File: src/rtl/pn_pkg.sv
// Shared types and constants of the path normalizer.
`default_nettype none

package pn_pkg;

    localparam int PN_PATH_DEPTH    = 256;
    localparam int PN_SEGMENT_DEPTH = 128;
    localparam int PN_LEN_OUT_W     = 9;

    localparam logic [7:0] CH_SPACE = 8'h20;
    localparam logic [7:0] CH_SLASH = 8'h2F;
    localparam logic [7:0] CH_DOT   = 8'h2E;

    localparam logic CMD_APPEND = 1'b0;
    localparam logic CMD_READ   = 1'b1;

    typedef struct packed {
        logic       cmd;
        logic [7:0] char_in;
        logic       last;
        logic [7:0] read_index;
    } in_word_t;

    typedef struct packed {
        logic [7:0]              read_byte;
        logic [PN_LEN_OUT_W-1:0] path_length;
        logic                    path_valid;
        logic                    overflow;
        logic                    done_res;
    } out_word_t;

    typedef enum logic {
        OP_APPEND = 1'b0,
        OP_READ   = 1'b1
    } op_kind_t;

    typedef enum logic [1:0] {
        CLS_OTHER = 2'd0,
        CLS_SPACE = 2'd1,
        CLS_SLASH = 2'd2,
        CLS_DOT   = 2'd3
    } char_cls_t;

    typedef struct packed {
        op_kind_t   kind;
        char_cls_t  cls;
        logic [7:0] ch;
        logic       last;
        logic [7:0] read_index;
    } op_t;

    typedef enum logic [3:0] {
        PH_LEAD    = 4'b0001,
        PH_BODY    = 4'b0010,
        PH_ENDED   = 4'b0100,
        PH_INVALID = 4'b1000
    } phase_t;

    typedef enum logic [3:0] {
        S_IDLE = 4'b0001,
        S_READ = 4'b0010,
        S_POP  = 4'b0100,
        S_EMIT = 4'b1000
    } back_state_t;

endpackage

`default_nettype wire

File: src/rtl/pn_front.sv
// Front end: accept words, classify characters, queue decoded ops.
`default_nettype none

module pn_front
    import pn_pkg::*;
(
    input  wire logic     clk,
    input  wire logic     rst_n,
    input  wire logic     item_valid,
    output logic          item_ready,
    input  wire in_word_t item,
    output logic          op_valid,
    input  wire logic     op_ready,
    output op_t           op
);

    op_t        op_in;
    op_t        q_reg [2];
    logic       wr_ptr_reg;
    logic       wr_ptr_next;
    logic       rd_ptr_reg;
    logic       rd_ptr_next;
    logic [1:0] count_reg;
    logic [1:0] count_next;
    logic       push;
    logic       pop;

    always_comb
    begin
        op_in.kind       = (item.cmd == CMD_READ) ? OP_READ : OP_APPEND;
        op_in.ch         = item.char_in;
        op_in.last       = item.last;
        op_in.read_index = item.read_index;
        unique case (item.char_in)
            CH_SPACE: op_in.cls = CLS_SPACE;
            CH_SLASH: op_in.cls = CLS_SLASH;
            CH_DOT:   op_in.cls = CLS_DOT;
            default:  op_in.cls = CLS_OTHER;
        endcase
    end

    assign item_ready = (count_reg != 2'd2);
    assign push       = item_valid && item_ready;
    assign op_valid   = (count_reg != 2'd0);
    assign pop        = op_valid && op_ready;
    assign op         = q_reg[rd_ptr_reg];

    always_comb
    begin
        wr_ptr_next = push ? ~wr_ptr_reg : wr_ptr_reg;
        rd_ptr_next = pop ? ~rd_ptr_reg : rd_ptr_reg;
        count_next  = count_reg + 2'(push) - 2'(pop);
    end

    always_ff @(posedge clk or negedge rst_n)
    begin
        if (!rst_n)
        begin
            wr_ptr_reg <= 1'b0;
            rd_ptr_reg <= 1'b0;
            count_reg  <= 2'd0;
        end
        else
        begin
            wr_ptr_reg <= wr_ptr_next;
            rd_ptr_reg <= rd_ptr_next;
            count_reg  <= count_next;
        end
    end

    always_ff @(posedge clk)
    begin
        if (push)
        begin
            q_reg[wr_ptr_reg] <= op_in;
        end
    end

endmodule

`default_nettype wire

File: src/rtl/pn_back.sv
// Back end: path state, byte store, segment stack and result register.
`default_nettype none

module pn_back
    import pn_pkg::*;
#(
    parameter int PATH_DEPTH    = PN_PATH_DEPTH,
    parameter int SEGMENT_DEPTH = PN_SEGMENT_DEPTH
)
(
    input  wire logic  clk,
    input  wire logic  rst_n,
    input  wire logic  op_valid,
    output logic       op_ready,
    input  wire op_t   op,
    output logic       result_valid,
    input  wire logic  result_ready,
    output out_word_t  result
);

    localparam int PA_W  = $clog2(PATH_DEPTH);
    localparam int LEN_W = $clog2(PATH_DEPTH + 1);
    localparam int SA_W  = $clog2(SEGMENT_DEPTH);
    localparam int CNT_W = $clog2(SEGMENT_DEPTH + 1);
    localparam int CMP_W = (LEN_W > 8) ? LEN_W : 8;

    typedef struct packed {
        logic             tail;
        logic [LEN_W-1:0] start;
    } seg_entry_t;

    back_state_t      state_reg, state_next;
    phase_t           phase_reg, phase_next;
    logic [LEN_W-1:0] wl_reg, wl_next;
    logic [CNT_W-1:0] cnt_reg, cnt_next;
    logic [LEN_W-1:0] begin_reg, begin_next;
    logic             btail_reg, btail_next;
    logic             tail_reg, tail_next;
    logic [1:0]       seg_len_reg, seg_len_next;
    logic             d0_reg, d0_next;
    logic             d1_reg, d1_next;
    logic             ovf_reg, ovf_next;
    logic             fin_reg, fin_next;
    logic [7:0]       ridx_reg, ridx_next;
    logic [7:0]       rbyte_reg, rbyte_next;
    logic             res_valid_reg, res_valid_next;
    out_word_t        res_reg, res_next;

    logic [7:0]       store_mem [PATH_DEPTH];
    logic [7:0]       store_rdata_reg;
    logic             store_we;
    logic [PA_W-1:0]  store_waddr;
    logic [7:0]       store_wdata;
    logic             store_re;
    logic [PA_W-1:0]  store_raddr;

    seg_entry_t       stack_mem [SEGMENT_DEPTH];
    seg_entry_t       stack_rdata_reg;
    logic             stack_we;
    logic [SA_W-1:0]  stack_waddr;
    seg_entry_t       stack_wdata;
    logic             stack_re;
    logic [SA_W-1:0]  stack_raddr;

    logic             do_close;
    logic             pop_req;

    assign op_ready     = (state_reg == S_IDLE);
    assign result_valid = res_valid_reg;
    assign result       = res_reg;
    assign store_raddr  = PA_W'(op.read_index);

    always_comb
    begin
        state_next     = state_reg;
        phase_next     = phase_reg;
        wl_next        = wl_reg;
        cnt_next       = cnt_reg;
        begin_next     = begin_reg;
        btail_next     = btail_reg;
        tail_next      = tail_reg;
        seg_len_next   = seg_len_reg;
        d0_next        = d0_reg;
        d1_next        = d1_reg;
        ovf_next       = ovf_reg;
        fin_next       = fin_reg;
        ridx_next      = ridx_reg;
        rbyte_next     = rbyte_reg;
        res_valid_next = res_valid_reg;
        res_next       = res_reg;
        store_we       = 1'b0;
        store_waddr    = PA_W'(wl_reg);
        store_wdata    = CH_SLASH;
        store_re       = 1'b0;
        stack_we       = 1'b0;
        stack_waddr    = SA_W'(cnt_reg);
        stack_wdata    = '{tail: btail_reg, start: begin_reg};
        stack_re       = 1'b0;
        stack_raddr    = SA_W'(cnt_reg);
        do_close       = 1'b0;
        pop_req        = 1'b0;

        // Drop the result word once taken.
        if (res_valid_reg && result_ready)
        begin
            res_valid_next = 1'b0;
        end

        unique case (state_reg)
            S_IDLE:
            begin
                if (op_valid)
                begin
                    if (op.kind == OP_READ)
                    begin
                        store_re   = 1'b1;
                        ridx_next  = op.read_index;
                        state_next = S_READ;
                    end
                    else
                    begin
                        rbyte_next = 8'd0;
                        fin_next   = 1'b0;
                        // A new path starts after an ended one.
                        if (phase_next == PH_ENDED)
                        begin
                            wl_next    = '0;
                            cnt_next   = '0;
                            begin_next = '0;
                            ovf_next   = 1'b0;
                            phase_next = PH_LEAD;
                        end
                        unique case (phase_next)
                            PH_LEAD:
                            begin
                                if (op.cls == CLS_SPACE)
                                begin
                                    if (op.last)
                                    begin
                                        phase_next = PH_ENDED;
                                    end
                                end
                                else if (op.cls == CLS_SLASH)
                                begin
                                    store_we     = 1'b1;
                                    store_waddr  = '0;
                                    store_wdata  = CH_SLASH;
                                    wl_next      = LEN_W'(1);
                                    begin_next   = LEN_W'(1);
                                    btail_next   = 1'b1;
                                    tail_next    = 1'b1;
                                    seg_len_next = 2'd0;
                                    phase_next   = PH_BODY;
                                    fin_next     = op.last;
                                end
                                else
                                begin
                                    phase_next = op.last ? PH_ENDED : PH_INVALID;
                                end
                            end
                            PH_INVALID:
                            begin
                                if (op.last)
                                begin
                                    phase_next = PH_ENDED;
                                end
                            end
                            PH_BODY:
                            begin
                                fin_next = op.last;
                                if (op.cls != CLS_SLASH)
                                begin
                                    if (wl_next < LEN_W'(PATH_DEPTH))
                                    begin
                                        store_we    = 1'b1;
                                        store_waddr = PA_W'(wl_next);
                                        store_wdata = op.ch;
                                        wl_next     = wl_next + LEN_W'(1);
                                        tail_next   = 1'b0;
                                        if (seg_len_next == 2'd0)
                                        begin
                                            d0_next = (op.cls == CLS_DOT);
                                        end
                                        if (seg_len_next == 2'd1)
                                        begin
                                            d1_next = (op.cls == CLS_DOT);
                                        end
                                        if (seg_len_next != 2'd3)
                                        begin
                                            seg_len_next = seg_len_next + 2'd1;
                                        end
                                    end
                                    else
                                    begin
                                        ovf_next = 1'b1;
                                    end
                                end
                                do_close = (op.cls == CLS_SLASH) || op.last;
                            end
                            default:
                            begin
                                phase_next = PH_LEAD;
                            end
                        endcase

                        // Close the open segment; at most one real close per word.
                        if (do_close && seg_len_next != 2'd0)
                        begin
                            if (seg_len_next == 2'd1 && d0_next)
                            begin
                                wl_next   = begin_next;
                                tail_next = btail_next;
                            end
                            else if (seg_len_next == 2'd2 && d0_next && d1_next)
                            begin
                                wl_next   = begin_next;
                                tail_next = btail_next;
                                if (cnt_next != '0)
                                begin
                                    cnt_next    = cnt_next - CNT_W'(1);
                                    stack_re    = 1'b1;
                                    stack_raddr = SA_W'(cnt_next);
                                    pop_req     = 1'b1;
                                end
                            end
                            else
                            begin
                                if (cnt_next < CNT_W'(SEGMENT_DEPTH))
                                begin
                                    stack_we    = 1'b1;
                                    stack_waddr = SA_W'(cnt_next);
                                    stack_wdata = '{tail: btail_next, start: begin_next};
                                    cnt_next    = cnt_next + CNT_W'(1);
                                end
                                else
                                begin
                                    ovf_next = 1'b1;
                                end
                                if (op.cls == CLS_SLASH)
                                begin
                                    if (wl_next < LEN_W'(PATH_DEPTH))
                                    begin
                                        store_we    = 1'b1;
                                        store_waddr = PA_W'(wl_next);
                                        store_wdata = CH_SLASH;
                                        wl_next     = wl_next + LEN_W'(1);
                                        tail_next   = 1'b1;
                                    end
                                    else
                                    begin
                                        ovf_next = 1'b1;
                                    end
                                end
                            end
                            begin_next   = wl_next;
                            btail_next   = tail_next;
                            seg_len_next = 2'd0;
                        end

                        if (pop_req)
                        begin
                            state_next = S_POP;
                        end
                        else
                        begin
                            if (fin_next)
                            begin
                                if (wl_next > LEN_W'(1) && tail_next)
                                begin
                                    wl_next = wl_next - LEN_W'(1);
                                end
                                phase_next = PH_ENDED;
                            end
                            state_next = S_EMIT;
                        end
                    end
                end
            end
            S_POP:
            begin
                wl_next      = stack_rdata_reg.start;
                tail_next    = stack_rdata_reg.tail;
                begin_next   = stack_rdata_reg.start;
                btail_next   = stack_rdata_reg.tail;
                seg_len_next = 2'd0;
                if (fin_reg)
                begin
                    if (wl_next > LEN_W'(1) && tail_next)
                    begin
                        wl_next = wl_next - LEN_W'(1);
                    end
                    phase_next = PH_ENDED;
                end
                state_next = S_EMIT;
            end
            S_READ:
            begin
                rbyte_next = (CMP_W'(ridx_reg) < CMP_W'(wl_reg)) ? store_rdata_reg : 8'd0;
                state_next = S_EMIT;
            end
            S_EMIT:
            begin
                if (!res_valid_reg || result_ready)
                begin
                    res_next.read_byte   = rbyte_reg;
                    res_next.path_length = PN_LEN_OUT_W'(wl_reg);
                    res_next.path_valid  = (phase_reg == PH_BODY) ||
                                           ((phase_reg == PH_ENDED) && (wl_reg != '0));
                    res_next.overflow    = ovf_reg;
                    res_next.done_res    = (phase_reg == PH_ENDED);
                    res_valid_next       = 1'b1;
                    state_next           = S_IDLE;
                end
            end
            default:
            begin
                state_next = S_IDLE;
            end
        endcase
    end

    always_ff @(posedge clk or negedge rst_n)
    begin
        if (!rst_n)
        begin
            state_reg     <= S_IDLE;
            phase_reg     <= PH_LEAD;
            wl_reg        <= '0;
            cnt_reg       <= '0;
            begin_reg     <= '0;
            btail_reg     <= 1'b0;
            tail_reg      <= 1'b0;
            seg_len_reg   <= 2'd0;
            d0_reg        <= 1'b0;
            d1_reg        <= 1'b0;
            ovf_reg       <= 1'b0;
            fin_reg       <= 1'b0;
            res_valid_reg <= 1'b0;
        end
        else
        begin
            state_reg     <= state_next;
            phase_reg     <= phase_next;
            wl_reg        <= wl_next;
            cnt_reg       <= cnt_next;
            begin_reg     <= begin_next;
            btail_reg     <= btail_next;
            tail_reg      <= tail_next;
            seg_len_reg   <= seg_len_next;
            d0_reg        <= d0_next;
            d1_reg        <= d1_next;
            ovf_reg       <= ovf_next;
            fin_reg       <= fin_next;
            res_valid_reg <= res_valid_next;
        end
    end

    always_ff @(posedge clk)
    begin
        ridx_reg  <= ridx_next;
        rbyte_reg <= rbyte_next;
        res_reg   <= res_next;
    end

    always_ff @(posedge clk)
    begin
        if (store_we)
        begin
            store_mem[store_waddr] <= store_wdata;
        end
        if (store_re)
        begin
            store_rdata_reg <= store_mem[store_raddr];
        end
    end

    always_ff @(posedge clk)
    begin
        if (stack_we)
        begin
            stack_mem[stack_waddr] <= stack_wdata;
        end
        if (stack_re)
        begin
            stack_rdata_reg <= stack_mem[stack_raddr];
        end
    end

endmodule

`default_nettype wire

File: src/rtl/path_normalizer.sv
// Top level of the path normalizer: front end, op queue and back end.
//
// Path normalizer. Feed a path one character per input word (cmd = append),
// with last set on its final character; leading spaces are skipped, the
// path must then start with '/', repeated slashes collapse, "." segments
// drop, ".." pops the previous segment (ignored at the root) and a trailing
// slash is removed except for the root itself. Read words (cmd = read)
// fetch the canonical byte at read_index, or 0 beyond the current length.
// Every word returns exactly one result word carrying the current length,
// path_valid, the overflow flag and done_res. The first append word after
// a finished path starts a new one. In the back end a read word, and an
// append that closes a ".." segment while the segment stack is not empty,
// pass a read or pop state before emitting, to wait on the registered read
// port of the byte store or segment stack. The back end takes no new word until
// the last result is registered. The front end classifies characters and
// holds up to two words in a queue, so the input keeps flowing while a
// result word waits on the output. The stores need no clearing after reset:
// no byte or stack entry is read before it has been written.
`default_nettype none

module path_normalizer
    import pn_pkg::*;
#(
    parameter int PATH_DEPTH    = PN_PATH_DEPTH,
    parameter int SEGMENT_DEPTH = PN_SEGMENT_DEPTH
)
(
    input  wire logic      clk,
    input  wire logic      rst_n,
    input  wire logic      item_valid,
    output logic           item_ready,
    input  wire in_word_t  item,
    output logic           result_valid,
    input  wire logic      result_ready,
    output out_word_t      result
);

    // Decoded op handoff between the two halves.
    logic op_valid;
    logic op_ready;
    op_t  op;

    // Front end: classify each character and queue it.
    pn_front u_front (
        .clk        (clk),
        .rst_n      (rst_n),
        .item_valid (item_valid),
        .item_ready (item_ready),
        .item       (item),
        .op_valid   (op_valid),
        .op_ready   (op_ready),
        .op         (op)
    );

    // Back end: advance the path state, hold the result word until taken.
    pn_back #(
        .PATH_DEPTH    (PATH_DEPTH),
        .SEGMENT_DEPTH (SEGMENT_DEPTH)
    ) u_back (
        .clk          (clk),
        .rst_n        (rst_n),
        .op_valid     (op_valid),
        .op_ready     (op_ready),
        .op           (op),
        .result_valid (result_valid),
        .result_ready (result_ready),
        .result       (result)
    );

endmodule

`default_nettype wire

File: config.mk
export PLATFORM = sky130hd
export DESIGN_NAME = path_normalizer
export DESIGN_NICKNAME = d
export VERILOG_FILES = /design/src/rtl/pn_pkg.sv /design/src/rtl/pn_front.sv /design/src/rtl/pn_back.sv /design/src/rtl/path_normalizer.sv
export SDC_FILE = /design/constraint.sdc
export NUM_CORES = 2
export LEC_CHECK = 0
export ABC_CLOCK_PERIOD_IN_PS = 14600
export BUFFER_PORTS_ARGS = -buffer_cell sky130_fd_sc_hd__buf_2
export CAP_MARGIN = 15
export CORE_UTILIZATION = 65
export CTS_BUF_LIST = sky130_fd_sc_hd__clkbuf_16
export DETAILED_ROUTE_END_ITERATION = 6
export MAX_ROUTING_LAYER = met4
export PLACE_DENSITY = 0.81
export SLEW_MARGIN = 20
export SYNTH_ARGS = -nofsm -noshare
export SYNTH_HDL_FRONTEND = slang
export SYNTH_SLANG_ARGS = --single-unit
File: constraint.sdc
create_clock -name clk -period 14.6 [get_ports clk]
set_input_delay 4.38 -clock clk [delete_from_list [all_inputs] [get_ports clk]]
set_output_delay 4.38 -clock clk [all_outputs]
set_load 0.02 [all_outputs]
# == Word level (Yosys, flattened, before mapping) ==
# Memories as Yosys holds them, arrays and structs flattened. A register that Yosys moved wholly into a read port is not among the register bits.
# Cells that the tools add are included.
# word_totals
mem_bits_ro,0
latchBits,0
ff_bits,83
inputBits,22
wordCells,326
ram_bits,3368
n_memories,3
# mem_list
memory,words,width,read_ports,rd_clocked_by_memory_dff,write_ports,line_no,text
u_back.store_mem,256,8,1,1,1,pn_back.sv:49,logic [7:0] store_mem [PATH_DEPTH];
u_back.stack_mem,128,10,1,1,1,pn_back.sv:57,seg_entry_t stack_mem [SEGMENT_DEPTH];
u_front.q_reg,2,20,1,0,1,pn_front.sv:18,op_t q_reg [2];
# op_classes
div,0
n_bitwise,3
magnitude_cmp,6
n_eq_ne,25
shift,0
reduce_logical,29
n_mux,228
n_addsub,9
multipliers,0
# op_table
op,count
9-bit two-way mux,33
8-bit two-way mux,35
7-bit two-way mux,14
1-bit two-way mux,95
10-bit two-way mux,7
4-bit two-way mux,17
9-bit case mux with 2 select lines,3
8-bit case mux with 2 select lines,2
"8-bit by 6-bit equality test with 1-bit output, second input constant",3
4-bit case mux with 3 select lines,2
2-bit two-way mux,11
"9-bit by 1-bit adder with 9-bit output, second input constant",2
"9-bit by 1-bit > comparator with 1-bit output, second input constant",2
"9-bit < comparator, second input constant",2
"9-bit by 1-bit subtractor with 9-bit output, second input constant",2
"4-bit by 2-bit equality test with 1-bit output, second input constant",3
3-bit AND reduction,4
1-bit logical AND,10
1-bit case mux with 2 select lines,5
8-bit by 9-bit < comparator with 1-bit output,1
9-bit nonzero test,1
"8-bit by 1-bit adder with 8-bit output, second input constant",1
"4-bit by 1-bit equality test with 1-bit output, second input constant",2
"4-bit by 3-bit equality test with 1-bit output, second input constant",2
22 further kinds,41

# == Logic depth before layout (Yosys ltp) ==
# logic_depth
depth_word,29
mapped_depth,21
depth_no_buf,17

# == Cells and area by module ==
# From an unflattened synthesis, not the netlist that was laid out.
# unflattened
hier_cells,7264
hier_area_um2,138449.0
# by_module_without_submodules
module,cells_each,n_inst,seq_area_each_um2,area_each_um2
pn_back,7175,1,102635.9,136752.4
pn_front,89,1,1301.2,1696.6

# == Worst setup path after synthesis ==
# No wires, ideal clock.
# synth_timing
path_kind,register to register
from,register u_back.state_reg[1]
to,memory u_back.store_mem[0][4] (data pin)
setup_slack_ns,5.206
arrival_time_ns,8.003
synth_period_minus_slack_ns,9.394
path_stages_with_launch,9
path_cell_list,dfrtp_1 > clkbuf_1 > or4b_1 > clkbuf_1 > nor2_2 > o22ai_1 > nor2_1 > nand2_1 > nor2_1
# synth_between
elab_chain_len,2
# synth_lines
item,line_no,text
"start, declared",pn_back.sv:32,"back_state_t state_reg, state_next;"
"start signal, assigned",pn_back.sv:342,state_reg <= state_next;
4-bit by 1-bit equality test with 1-bit output,pn_back.sv:109,unique case (state_reg)
8-bit two-way mux,pn_back.sv:109,
named net u_back.store_wdata[4],pn_back.sv:53,logic [7:0] store_wdata;
"end, declared",pn_back.sv:49,
# The timed path passes the listed nets, and every way through them passes these cells.

# == Worst setup path after layout ==
# layout_timing
from,register u_front.rd_ptr_reg
to,"register u_back.store_rdata_reg[4], read port of u_back.store_mem (data pin)"
# layout_between
elab_chain_len,4
# layout_lines
item,line_no,text
"start, declared",pn_front.sv:21,logic rd_ptr_reg;
"start signal, assigned",pn_front.sv:66,rd_ptr_reg <= rd_ptr_next;
memory read 2 x 20 bit (*),n/a,
1-bit two-way mux,pn_back.sv:114,if (op.kind == OP_READ)
1-bit two-way mux,pn_back.sv:112,if (op_valid)
1-bit two-way mux,pn_back.sv:109,
"end, declared",pn_back.sv:50,logic [7:0] store_rdata_reg;
# Mark *: on every way between the ends. The rest lies on a longest branch, timed or not.
# A chain may end at the register's enable or synchronous reset.

==> results.sh <==
export IMPL_setup_tns_ns=0
export IMPL_r2r_start="u_front.rd_ptr_reg"
export IMPL_slew_viol_final=0
export IMPL_wl_per_cell_um=29.1
export IMPL_p_sw_mw=7.70
export IMPL_cap_violations=0
export IMPL_largest_reg_flops=2048
export IMPL_worstMarginPinSlew_ns=1.32
export IMPL_switching_share=0.309
export IMPL_slowest_stage="buf_4"
export IMPL_pwr_share_seq=0.447
export IMPL_drc_errors=6
export IMPL_final_cell_mix="edfxtp_1 (3,422), nand2_1 (2,503), nand3_1 (1,124)"
export IMPL_startpoint_type="flip-flop"
export IMPL_wl_um=394000
export IMPL_irDropWorstVdd_mv=0.146
export IMPL_crit_fanout=84
export IMPL_grt_pass1_vias=90300
export IMPL_cp_required_ns=15.24
export IMPL_io_pins=44
export IMPL_cts_clk_slew_worst_paths_ns=0.06
export IMPL_io_buffer_count=43
export IMPL_detail_route_antenna_nets=0
export IMPL_cpPeakStageDelay_ns=0.90
export IMPL_grt_pass1_wl_um=578000
export IMPL_critPathLaunch="u_front.rd_ptr_reg"
export IMPL_htreeDepth=5
export IMPL_min_period_over_period=0.511
export IMPL_topRoutingLayerUsed="met4"
export IMPL_syn_cell_area_um2=143000
export IMPL_globalRouteOverflowTotal=0
export IMPL_p_leak_nw=55.8
export IMPL_synthesis_nets=10600
export IMPL_finClkSkew_ns=0.0746
export IMPL_cts_root_buf="clkbuf_16"
export IMPL_wl_met2_um=178000
export IMPL_die_h_um=471
export IMPL_start_util=0.656
export IMPL_powerDensity_nw_per_um2=159
export IMPL_crit_top_cell="buf_4"
export IMPL_p_clk_frac=0.346
export IMPL_synth_seq_cells=3469
export IMPL_hold_path_class="flip-flop to flip-flop"
export IMPL_postCtsSetupBuffers=0
export IMPL_crit_arrival_ns=8.09
export IMPL_drt_iter0_markers=16400
export IMPL_grt_max_degree=213
export IMPL_cts_path_max_buffers=4
export IMPL_worst_hold_slack_ns=0.428
export IMPL_synth_edf_count=3422
export IMPL_gp_congestion=0.982
export IMPL_wl_met1_um=140000
export IMPL_firstDrtPassIters=7
export IMPL_cts_tree="yes"
export IMPL_clk_insertion_delay_late_ns=0.99
export IMPL_syn2layout_area_growth_pct=9.58
export IMPL_cts_resized=0
export IMPL_syn_area_per_cell_um2=13.5
export IMPL_critPathKind="flip-flop to flip-flop"
export IMPL_cts_hold_buf=0
export IMPL_die_w_um=471
export IMPL_wl_met3_um=52800
export IMPL_intPower_mw=17.2
export IMPL_worstPathCellList="buf_4 > mux2i_4 > buf_4 > buf_4 > buf_4 > buf_4 > and3_1 > a311oi_1 > a311oi_1 > a31oi_1 > a21oi_1 > nand2_1 > o311ai_0 > a31oi_1"
export IMPL_setup_viol_count_final=0
export IMPL_utilization=0.719
export IMPL_synth_distinct_cells=94
export IMPL_p_comb_frac=0.207
export IMPL_yosys_warnings=0
export IMPL_violations="design-rule violations"
export IMPL_hold_viol_final=0
export IMPL_antenna_found_initial=24
export IMPL_min_from="u_back.rbyte_reg[2]"
export IMPL_synth_ff_type="edfxtp_1"
export IMPL_synth_seq_area_share=0.728
export IMPL_cts_buffers_inserted=351
export IMPL_rsz0062_at_grt="false"
export IMPL_layout_nets=10500
export IMPL_cts_sinks=3469
export IMPL_vias=94100
export IMPL_die_area_um2=221000
export IMPL_dp_hpwl_um=228000
export IMPL_async_flop_share=0.0135
export IMPL_core_area_um2=218000
export IMPL_max_freq_ghz=0.134
export IMPL_drive_gt1_frac=0.0920
export IMPL_fin_crit_ns=7.46
export IMPL_mostFrequentLayoutCell="edfxtp_1"
export IMPL_nFillCells=13300
export IMPL_grt_use_total=0.363
export IMPL_end_kind="flip-flop"
export IMPL_slew_headroom=0.115
export IMPL_synth_cells=10600
export IMPL_drt_vias_per_instance=6.94
export IMPL_rows=171
export IMPL_outcome="complete, but fails checks"
[synth_stat cells (all sizes together), types with 18 or more instances]
library cell / count / area, um^2
a221oi: 34 / 304
edfxtp: 3422 / 103000
o22ai: 21 / 131
ha: 18 / 225
a21oi: 156 / 788
a221o: 24 / 240
nor3: 95 / 485
o311ai: 27 / 236
mux2i: 296 / 2960
and3: 218 / 1360
o221ai: 20 / 175
dfrtp: 45 / 1130
a311oi: 382 / 3360
o211ai: 19 / 143
a211oi: 95 / 713
nor2: 524 / 1980
a32o: 29 / 290
nand2b: 20 / 125
a32oi: 31 / 272
nand2: 2510 / 9420
nand3: 1134 / 5680
a22oi: 21 / 163
mux4: 112 / 2520
clkbuf: 585 / 2200
nand4: 19 / 119
o21ai: 170 / 851
buf: 161 / 875
a2bb2oi: 20 / 175
mux2: 45 / 507
a31oi: 71 / 450
nor4: 21 / 206
inv: 48 / 180
[cell families after synthesis]
logic type | after synthesis | synth area share
AO/OA/AOI/OAI | 1219 | 0.0642
XOR/XNOR | 24 | 0.00147
adder cells (fa/ha/maj) | 18 | 0.00158
buffers and inverters | 797 | 0.0229
flip-flops | 3469 | 0.728
multiplexers | 453 | 0.0420
AND/OR/NAND/NOR | 4615 | 0.140
[path summary, 6_finish.rpt]
path | endpoint | slack (ns) | depth (start not counted)
min | u_back.result[14] | 0.43 | 0
max reg2reg | u_back.store_rdata_reg[4] | 7.14 | 14
max | u_back.store_rdata_reg[4] | 7.14 | 14
max in group asynchronous | u_back.cnt_reg[1] | 10.50 | 2
min in group asynchronous | u_back.ovf_reg | 3.56 | 2
min reg2reg | u_back.result[14] | 0.43 | 0
[critical path, delay by kind of cell, from the launching register on]
kind | cells | cell delay [ns]
AOI/OAI and AO/OA | 6 | 1.77
buffers and inverters | 5 | 3.78
DFF | 1 | 0.44
muxes | 1 | 0.52
and+or+nand+nor | 2 | 0.43
[metal layers]
metal	track usage	up-vias
li1	-	39600
met1	0.482	45900
met2	0.524	7369
met3	0.0879	1264
met4	0.190	0
met5	-	-
[through the flow]
step	cell area [um^2]	worst slack (ns)	total power, mW	cells
5_1_grt	156000	6.83	25.6	13600
6_report	156000	7.14	24.9	13600
2_1_floorplan	143000	5.21	14.6	10600
4_1_cts	156000	7.19	24.7	13500
3_5_place_dp	145000	7.22	16.3	12900
3_3_place_gp	145000	7.43	16.1	12900
[cell type report]
cell class	count	area [um^2]	share of cell area
Inverter	51	209	0.00134
Clock inverter	251	1860	0.0119
Clock buffer	361	9030	0.0578
Multi-Input combinational cell	6329	35900	0.230
Antenna cell	23	57.6	0.000368
Sequential cell	3469	104000	0.665
Timing Repair Buffer	222	1730	0.0111
Tap cell	2854	3570	0.0228
[power by group through the flow]
| stage | Combinational [mW] | Clock (mW) | Sequential (mW) |
|---|---|---|---|
| 5_1_grt | 5.46 | 9.00 | 11.1 |
| 3_5_place_dp | 4.94 | 0 | 11.3 |
| 6_report | 5.17 | 8.63 | 11.1 |
| 3_3_place_gp | 4.81 | 0 | 11.3 |
| 2_1_floorplan | 3.31 | 0 | 11.3 |
| 4_1_cts | 4.99 | 8.63 | 11.1 |
Note: power is estimated with default switching activity, not from simulation.
